<file path="config.mk">
export PLATFORM = sky130hd
export DESIGN_NAME = hdlc_tx_framer_crc16
export DESIGN_NICKNAME = d
export VERILOG_FILES = /design/src/hw/rtl/hdlctx_pkg.sv /design/src/hw/rtl/hdlctx_front.sv /design/src/hw/rtl/hdlctx_cmdq.sv /design/src/hw/rtl/hdlctx_back.sv /design/src/hw/rtl/hdlc_tx_framer_crc16.sv
export SDC_FILE = /design/constraint.sdc
export NUM_CORES = 1
export LEC_CHECK = 0
export BUFFER_PORTS_ARGS = -buffer_cell sky130_fd_sc_hd__clkbuf_2
export CAP_MARGIN = 10
export CORE_MARGIN = 5
export CORE_UTILIZATION = 30
export CTS_CLUSTER_DIAMETER = 50
export DETAILED_ROUTE_END_ITERATION = 7
export PLACE_DENSITY = 0.43
export SLEW_MARGIN = 20
export SYNTH_ARGS = -nofsm -noshare
export SYNTH_HDL_FRONTEND = slang
export SYNTH_SLANG_ARGS = --single-unit
export TNS_END_PERCENT = 1
</file>
<file path="constraint.sdc">
create_clock -name clk -period 5.55 [get_ports clk]
set_input_delay 1.665 -clock clk [delete_from_list [all_inputs] [get_ports clk]]
set_output_delay 1.665 -clock clk [all_outputs]
set_load 0.02 [all_outputs]
</file>
<file path="src/hw/rtl/hdlctx_pkg.sv">
// package: line codes, command record and crc step for the hdlc transmit framer
`default_nettype none
package hdlctx_pkg;

  localparam logic [7:0]  FLAG_BYTE = 8'h7E;
  localparam logic [7:0]  ESC_BYTE  = 8'h7D;
  localparam logic [7:0]  ESC_XOR   = 8'h20;
  localparam logic [15:0] CRC_SEED  = 16'hFFFF;
  localparam logic [15:0] CRC_POLY  = 16'h8408;

  typedef struct packed {
    logic [7:0]  data;
    logic        last;
    logic        lead;
    logic [15:0] fcs;
  } cmd_t;

  typedef enum logic [2:0] {
    BK_IDLE,
    BK_LEAD,
    BK_DATA,
    BK_CRCL,
    BK_CRCH,
    BK_CLOSE
  } back_st_t;

  function automatic logic [15:0] crc_byte(input logic [15:0] crc, input logic [7:0] din);
    logic [15:0] c;
    c = crc ^ {8'h00, din};
    for (int b = 0; b < 8; b++) begin
      if (c[0]) begin
        c = (c >> 1) ^ CRC_POLY;
      end else begin
        c = c >> 1;
      end
    end
    return c;
  endfunction

endpackage
`default_nettype wire

</file>
<file path="src/hw/rtl/hdlctx_front.sv">
// front end: input handshake, frame tracking, crc and the lead flag register
`default_nettype none
module hdlctx_front (
  input  wire logic              clk,
  input  wire logic              rst_n,
  input  wire logic              in_push,
  output logic                   in_full,
  input  wire logic [7:0]        in_data_byte,
  input  wire logic              in_last_byte,
  input  wire logic              cfg_valid,
  output logic                   cfg_ready,
  input  wire logic              cfg_lead_flag_enable,
  input  wire logic              q_full,
  output logic                   q_push,
  output hdlctx_pkg::cmd_t       q_cmd
);

  logic        inside_r, inside_nxt;
  logic        lead_en_r, lead_en_nxt;
  logic [15:0] crc_r, crc_nxt;
  logic [15:0] crc_step;

  assign in_full   = q_full;
  assign cfg_ready = 1'b1;
  assign q_push    = in_push && !q_full;

  always_comb begin
    crc_step      = hdlctx_pkg::crc_byte(crc_r, in_data_byte);
    q_cmd.data    = in_data_byte;
    q_cmd.last    = in_last_byte;
    q_cmd.lead    = !inside_r && lead_en_r;
    q_cmd.fcs     = ~crc_step;
    inside_nxt    = inside_r;
    crc_nxt       = crc_r;
    lead_en_nxt   = lead_en_r;
    if (q_push) begin
      inside_nxt = !in_last_byte;
      crc_nxt    = in_last_byte ? hdlctx_pkg::CRC_SEED : crc_step;
    end
    if (cfg_valid) begin
      lead_en_nxt = cfg_lead_flag_enable;
    end
  end

  always_ff @(posedge clk) begin
    if (!rst_n) begin
      inside_r  <= 1'b0;
      lead_en_r <= 1'b1;
      crc_r     <= hdlctx_pkg::CRC_SEED;
    end else begin
      inside_r  <= inside_nxt;
      lead_en_r <= lead_en_nxt;
      crc_r     <= crc_nxt;
    end
  end

endmodule
`default_nettype wire

</file>
<file path="src/hw/rtl/hdlctx_cmdq.sv">
// command queue between front and back end
`default_nettype none
module hdlctx_cmdq #(
  parameter int DEPTH = 4
) (
  input  wire logic              clk,
  input  wire logic              rst_n,
  input  wire logic              push,
  input  wire hdlctx_pkg::cmd_t  push_cmd,
  output logic                   full,
  input  wire logic              pop,
  output hdlctx_pkg::cmd_t       pop_cmd,
  output logic                   empty
);

  localparam int AW = (DEPTH > 1) ? $clog2(DEPTH) : 1;
  localparam int CW = $clog2(DEPTH + 1);

  hdlctx_pkg::cmd_t mem_r [DEPTH];
  logic [AW-1:0] wr_ptr_r, wr_ptr_nxt;
  logic [AW-1:0] rd_ptr_r, rd_ptr_nxt;
  logic [CW-1:0] cnt_r, cnt_nxt;
  logic          do_push, do_pop;

  assign full    = (cnt_r == CW'(DEPTH));
  assign empty   = (cnt_r == '0);
  assign do_push = push && !full;
  assign do_pop  = pop && !empty;
  assign pop_cmd = mem_r[rd_ptr_r];

  always_comb begin
    wr_ptr_nxt = wr_ptr_r;
    rd_ptr_nxt = rd_ptr_r;
    cnt_nxt    = cnt_r;
    if (do_push) begin
      wr_ptr_nxt = (wr_ptr_r == AW'(DEPTH - 1)) ? '0 : wr_ptr_r + AW'(1);
    end
    if (do_pop) begin
      rd_ptr_nxt = (rd_ptr_r == AW'(DEPTH - 1)) ? '0 : rd_ptr_r + AW'(1);
    end
    if (do_push && !do_pop) begin
      cnt_nxt = cnt_r + CW'(1);
    end else if (do_pop && !do_push) begin
      cnt_nxt = cnt_r - CW'(1);
    end
  end

  always_ff @(posedge clk) begin
    if (!rst_n) begin
      wr_ptr_r <= '0;
      rd_ptr_r <= '0;
      cnt_r    <= '0;
    end else begin
      wr_ptr_r <= wr_ptr_nxt;
      rd_ptr_r <= rd_ptr_nxt;
      cnt_r    <= cnt_nxt;
    end
  end

  always_ff @(posedge clk) begin
    if (do_push) begin
      mem_r[wr_ptr_r] <= push_cmd;
    end
  end

endmodule
`default_nettype wire

</file>
<file path="src/hw/rtl/hdlctx_back.sv">
// back end: line byte sequencer with escaping and the result register
`default_nettype none
module hdlctx_back (
  input  wire logic              clk,
  input  wire logic              rst_n,
  input  wire logic              q_empty,
  input  wire hdlctx_pkg::cmd_t  q_cmd,
  output logic                   q_pop,
  output logic                   out_empty,
  input  wire logic              out_pop,
  output logic [7:0]             out_byte,
  output logic                   out_run_last,
  output logic                   out_frame_end
);

  hdlctx_pkg::back_st_t st_r, st_nxt;
  hdlctx_pkg::cmd_t     cmd_r, cmd_nxt;
  logic                 esc_r, esc_nxt;
  logic                 ov_r, ov_nxt;
  logic [7:0]           ob_r, ob_nxt;
  logic                 orl_r, orl_nxt;
  logic                 ofe_r, ofe_nxt;
  logic                 adv, emit, done;
  logic [7:0]           sel;
  logic                 special;

  assign out_empty     = !ov_r;
  assign out_byte      = ob_r;
  assign out_run_last  = orl_r;
  assign out_frame_end = ofe_r;
  assign adv           = !ov_r || out_pop;

  always_comb begin
    st_nxt  = st_r;
    cmd_nxt = cmd_r;
    esc_nxt = esc_r;
    ov_nxt  = ov_r && !out_pop;
    ob_nxt  = ob_r;
    orl_nxt = orl_r;
    ofe_nxt = ofe_r;
    emit    = 1'b0;
    done    = 1'b0;
    q_pop   = 1'b0;
    case (st_r)
      hdlctx_pkg::BK_CRCL: sel = cmd_r.fcs[7:0];
      hdlctx_pkg::BK_CRCH: sel = cmd_r.fcs[15:8];
      default:             sel = cmd_r.data;
    endcase
    special = (sel == hdlctx_pkg::FLAG_BYTE) || (sel == hdlctx_pkg::ESC_BYTE);
    if (adv) begin
      case (st_r)
        hdlctx_pkg::BK_IDLE: begin
        end
        hdlctx_pkg::BK_LEAD: begin
          emit   = 1'b1;
          ob_nxt = hdlctx_pkg::FLAG_BYTE;
          ofe_nxt = 1'b0;
          st_nxt = hdlctx_pkg::BK_DATA;
        end
        hdlctx_pkg::BK_DATA, hdlctx_pkg::BK_CRCL, hdlctx_pkg::BK_CRCH: begin
          emit    = 1'b1;
          ofe_nxt = 1'b0;
          if (special && !esc_r) begin
            ob_nxt  = hdlctx_pkg::ESC_BYTE;
            esc_nxt = 1'b1;
          end else begin
            ob_nxt  = esc_r ? (sel ^ hdlctx_pkg::ESC_XOR) : sel;
            esc_nxt = 1'b0;
            case (st_r)
              hdlctx_pkg::BK_DATA: begin
                if (cmd_r.last) begin
                  st_nxt = hdlctx_pkg::BK_CRCL;
                end else begin
                  done = 1'b1;
                end
              end
              hdlctx_pkg::BK_CRCL: st_nxt = hdlctx_pkg::BK_CRCH;
              default:             st_nxt = hdlctx_pkg::BK_CLOSE;
            endcase
          end
        end
        hdlctx_pkg::BK_CLOSE: begin
          emit    = 1'b1;
          ob_nxt  = hdlctx_pkg::FLAG_BYTE;
          ofe_nxt = 1'b1;
          done    = 1'b1;
        end
        default: st_nxt = hdlctx_pkg::BK_IDLE;
      endcase
    end
    if (emit) begin
      ov_nxt  = 1'b1;
      orl_nxt = done;
    end
    // load the next command when idle or when the current one finishes
    if ((st_r == hdlctx_pkg::BK_IDLE) || done) begin
      if (!q_empty) begin
        q_pop   = 1'b1;
        cmd_nxt = q_cmd;
        esc_nxt = 1'b0;
        st_nxt  = q_cmd.lead ? hdlctx_pkg::BK_LEAD : hdlctx_pkg::BK_DATA;
      end else begin
        st_nxt  = hdlctx_pkg::BK_IDLE;
      end
    end
  end

  always_ff @(posedge clk) begin
    if (!rst_n) begin
      st_r  <= hdlctx_pkg::BK_IDLE;
      esc_r <= 1'b0;
      ov_r  <= 1'b0;
    end else begin
      st_r  <= st_nxt;
      esc_r <= esc_nxt;
      ov_r  <= ov_nxt;
    end
  end

  always_ff @(posedge clk) begin
    cmd_r <= cmd_nxt;
    ob_r  <= ob_nxt;
    orl_r <= orl_nxt;
    ofe_r <= ofe_nxt;
  end

endmodule
`default_nettype wire

</file>
<file path="src/hw/rtl/hdlc_tx_framer_crc16.sv">
// top level of the hdlc transmit framer with crc-16 x.25 trailer
//
//   channel   handshake             payload
//   in        in_push / in_full     in_data_byte, in_last_byte
//   out       out_pop / out_empty   out_byte, out_run_last, out_frame_end
//   cfg       cfg_valid / cfg_ready cfg_lead_flag_enable
//
// one line byte leaves per cycle unless out_pop stalls; an input byte makes
// 1 to 8 line bytes (lead flag, escapes, crc bytes, closing flag)
// the front end takes a byte every cycle until the command queue fills
// synchronous active-low reset; crc returns to 0xffff, lead flag enabled
// a stalled out_pop holds the result register and backs up into the queue
`default_nettype none
module hdlc_tx_framer_crc16 #(
  parameter int CMDQ_DEPTH = 4
) (
  input  wire logic       clk,
  input  wire logic       rst_n,
  input  wire logic       in_push,
  output logic            in_full,
  input  wire logic [7:0] in_data_byte,
  input  wire logic       in_last_byte,
  output logic            out_empty,
  input  wire logic       out_pop,
  output logic [7:0]      out_byte,
  output logic            out_run_last,
  output logic            out_frame_end,
  input  wire logic       cfg_valid,
  output logic            cfg_ready,
  input  wire logic       cfg_lead_flag_enable
);

  hdlctx_pkg::cmd_t push_cmd, pop_cmd;
  logic             q_push, q_full, q_pop, q_empty;

  hdlctx_front u_front (
    .clk                  (clk),
    .rst_n                (rst_n),
    .in_push              (in_push),
    .in_full              (in_full),
    .in_data_byte         (in_data_byte),
    .in_last_byte         (in_last_byte),
    .cfg_valid            (cfg_valid),
    .cfg_ready            (cfg_ready),
    .cfg_lead_flag_enable (cfg_lead_flag_enable),
    .q_full               (q_full),
    .q_push               (q_push),
    .q_cmd                (push_cmd)
  );

  hdlctx_cmdq #(
    .DEPTH (CMDQ_DEPTH)
  ) u_cmdq (
    .clk      (clk),
    .rst_n    (rst_n),
    .push     (q_push),
    .push_cmd (push_cmd),
    .full     (q_full),
    .pop      (q_pop),
    .pop_cmd  (pop_cmd),
    .empty    (q_empty)
  );

  hdlctx_back u_back (
    .clk           (clk),
    .rst_n         (rst_n),
    .q_empty       (q_empty),
    .q_cmd         (pop_cmd),
    .q_pop         (q_pop),
    .out_empty     (out_empty),
    .out_pop       (out_pop),
    .out_byte      (out_byte),
    .out_run_last  (out_run_last),
    .out_frame_end (out_frame_end)
  );

endmodule
`default_nettype wire
</file>
==> flow_summary_export.csv <==
group,metric,value,unit
critical_path,crit-reg2reg-launch,"u_back.st_r[0]",
final_layout,fin_nets,486,
hold_path,hold_path_startpoint,"u_front.lead_en_r",
pwr,peakVddDrop,208,uV
floorplanning,ioPinCount,28,
global_routing,grt-ovfl-total,0,
critical_path,timing_worst_setup_path_type,"reg -> reg",
clock_tree,clock_tree.htree_level_count,4,
final_layout,register_area,4820,sq um
placement,dp_cells,730,
sta,min_period_over_period,79.4,%
critical_path,crit_path_frequent_cell,"sky130_fd_sc_hd__inv_1",
sta,rsz0062_at_grt,"false",
critical_path,cp_slowest_stage_delay,0.87,ns
sta,report.final.hold_viol_count,0,
final_layout,multiInputGateArea,1940,sq um
critical_path,timing.critical_path.required,5.89,ns
final_layout,postLayoutCoreUtil,35.1,%
critical_path,worst-r2r-cell-count,14,
clock_tree,post_cts_resize_count,0,
global_routing,grt_max_degree,33,
sta,timing.slew.headroom,43.4,%
final_layout,proportion_of_layout_cells_with_a_drive_suffix_above_1,21.0,%
clock_tree,cts.hold.buffers_added,0,
logic_synthesis,synthesis.area_per_instance,15.8,sq um
clock_tree,clock_buffer_depth,2,
clock_tree,cts-buffers-inserted,17,
routing,drt_iter0_markers,156,
final_layout,final.fill_count,2127,
critical_path,timing.critical_path.to_type,"flip-flop",
clock_tree,cts_tree,"yes",
clock_tree,worstSkewPairLatency,0.42,ns
sta,final.setup_skew,0.0116,ns
critical_path,critical_path_peak_fanout,29,
routing,detail_route.drc_violations,0,
sta,layout_min_cycle_time,4.41,ns
logic_synthesis,synth-edff-count,139,
critical_path,worst-r2r-setup-slack,1.14,ns
critical_path,cp_cell_sequence,"nor2_2 > a21oi_4 > o221ai_1 > or4b_4 > nor3_4 > a21oi_2 > buf_4 > inv_1 > ha_1 > inv_1 > fa_1 > xor2_1 > or3_1 > a21boi_0",
hold_path,timing.hold.worst_path_depth,2,
final_layout,commonest_non_fill_non_tap_cell_in_the_layout,"sky130_fd_sc_hd__edfxtp_1",
logic_synthesis,synth_nets,460,
global_routing,gr-usage-all-layers,10.8,%
critical_path,critical_path_arrival,4.75,ns
pwr,design_power_total,4.27,mW
floorplanning,fp.dieArea,26200,sq um
run,cap_violations,0,
logic_synthesis,synth_flop_cell,"sky130_fd_sc_hd__edfxtp_1",
floorplanning,initial_core_util,30.5,%
sta,report.final.setup_viol,0,
pwr,power_leakage,2.66,nW
logic_synthesis,synth.yosys.seq_area_share,69.6,%
logic_synthesis,synth.ff_latch_count,171,
sta,max_freq,227,MHz
global_routing,grt_antenna_before_repair,0,
routing,postRouteWirelength,13400,microns
global_routing,global_route_wire_length_before_repair,21300,microns
routing,vias_per_cell,4.68,
status,outcome,"finished clean",
final_layout,layout_common_cells,"sky130_fd_sc_hd__edfxtp_1, sky130_fd_sc_hd__nand2_1, sky130_fd_sc_hd__dfxtp_1, sky130_fd_sc_hd__mux4_2, sky130_fd_sc_hd__clkbuf_2",
clock_tree,postCtsSetupBuffers,0,
final_layout,area_growth,15.0,%
critical_path,worst_r2r_endpoint,"u_cmdq.cnt_r[2]",
placement,post-dp-hpwl,8370,microns
hold_path,holdPathEnd,"u_front.lead_en_r",
clock_tree,cts.root.buffer_cell,"sky130_fd_sc_hd__clkbuf_16",
sta,maxSlewViolCount,0,
placement,placement.io_buffers,26,
floorplanning,placeable_core_region,22600,sq um
floorplanning,die_width,162,microns
final_layout,layoutNonFillerInstCount,762,
floorplanning,fp-row-count,55,
sta,tightest_slew,0.850,ns
routing,total_number_of_vias,3564,
clock_tree,clkSinkCount,171,
placement,routability_congestion,0.799,
routing,ant_nets,0,
routing,drt_pass1_iterations,4,
sta,finalSetupTns,0,ns
routing,routedWlPerCell,17.6,microns
final_layout,num_antenna_cells,0,
pwr,power.density,537,nW/um^2
logic_synthesis,async_reset_ff_share,0,%
logic_synthesis,synth.yosys.warnings,0,
global_routing,grt_pass1_vias,3687,
logic_synthesis,synth.lib_cells_used.distinct,47,
logic_synthesis,mappedNetlistArea,6910,sq um
clock_tree,cts.clk_slew.worst_paths,0.07,ns
hold_path,hold_path_class,"reg -> reg",
logic_synthesis,syn-instance-count,438,
sta,hold_ws,0.483,ns
floorplanning,vertical_die_dimension,162,microns
critical_path,critical-path-slowest-cell,"sky130_fd_sc_hd__dfxtp_1",
critical_path,timing.critical_path.from_type,"flip-flop",
-- how the worst max path moves through the flow --
| stage | startpoint | endpoint | slack [ns] | depth (start not counted) |
|---|---|---|---|---|
| 2_1_floorplan | out_pop | u_cmdq.cnt_r[2] | 1.31 | 13 |
| 3_3_place_gp | out_pop | u_cmdq.cnt_r[2] | 1.11 | 14 |
| 3_5_place_dp | out_pop | u_cmdq.cnt_r[2] | 0.94 | 14 |
| 4_1_cts | u_back.st_r[0] | u_cmdq.cnt_r[2] | 1.15 | 14 |
| 5_1_grt | u_back.st_r[0] | u_cmdq.cnt_r[2] | 0.84 | 14 |
| 6_report | u_back.st_r[0] | u_cmdq.cnt_r[2] | 1.14 | 14 |
-- cells in the mapped netlist, drive strengths merged, types with 7 or more instances --
| library cell | instances | area [sq um] |
|---|---|---|
| nand2b | 12 | 82.6 |
| nor2 | 23 | 88.8 |
| clkbuf | 15 | 56.3 |
| dfxtp | 32 | 641 |
| nor3b | 10 | 75.1 |
| mux2i | 8 | 80.1 |
| o21ai | 21 | 105 |
| inv | 18 | 67.6 |
| xor2 | 9 | 78.8 |
| mux4 | 26 | 586 |
| buf | 7 | 43.8 |
| edfxtp | 139 | 4170 |
| nand2 | 31 | 116 |
| o22ai | 8 | 50.1 |
| xnor2 | 20 | 175 |
-- sequential cells by signal, summed over array words and instances (netlist names), named ones only --
register	count
u_back.st_r	3
u_cmdq.rd_ptr_r	2
u_front.crc_r	16
u_cmdq.cnt_r	3
u_front.lead_en_r	1
u_cmdq.wr_ptr_r	2
u_back.esc_r	1
u_back.ov_r	1
u_back.out_frame_end	1
u_back.out_byte	8
u_back.cmd_r	25
u_cmdq.mem_r	104
u_back.out_run_last	1
u_front.inside_r	1
-- stage by stage --
step / worst slack (ns) / instance area (sq um)
after floorplan: 1.31 / 6910
after global placement: 1.11 / 7330
after detailed placement: 0.941 / 7330
after CTS: 1.15 / 7950
after global routing: 0.841 / 7950
final: 1.14 / 7950
-- per-layer routing --
metal	vias to the layer above	track usage, %	share of wire, %
li1	1697	-	-
met1	1777	14.2	46
met2	72	17.2	48
met3	18	3.02	4.5
met4	0	3.58	1.3
met5	-	0	0
-- kinds of logic after synthesis --
| family | share of synthesized area [%] |
|---|---|
| buffers and inverters | 2.43 |
| muxes | 9.63 |
| adders and majority gates | 1.38 |
| xor gates and xnor gates | 3.67 |
| other | 0.0542 |
| DFF | 69.6 |
| and+or+nand+nor | 7.53 |
| AOI/OAI and AO/OA | 5.67 |
-- final cells by class --
class                   count  share of cell area, %
clock inverters            15                   2.38
inverters                  18                  0.850
multi-input cells         227                   24.4
repair buffers             29                   1.92
clock buffers              17                   5.35
flip-flops and latches    171                   60.6
well taps                 285                   4.49
-- critical path: cells and delay by family, from the launching register on --
family	cells	cell delay, ns
AND/OR/NAND/NOR	4	1.48
flip-flops	1	0.87
AO/OA/AOI/OAI	4	0.78
adder cells (fa/ha/maj)	2	0.60
buffers and inverters	3	0.43
XOR/XNOR	1	0.18
-- report_power, final --
| group | internal [mW] | switching, mW | total [mW] | leakage (nW) |
|---|---|---|---|---|
| clock network | 0.718 | 0.511 | 1.23 | 0.304 |
| logic | 0.429 | 0.627 | 1.06 | 0.803 |
| registers | 1.80 | 0.180 | 1.98 | 1.55 |
| total | 2.95 | 1.32 | 4.27 | 2.66 |
Note: power is estimated with default switching activity, not from simulation.
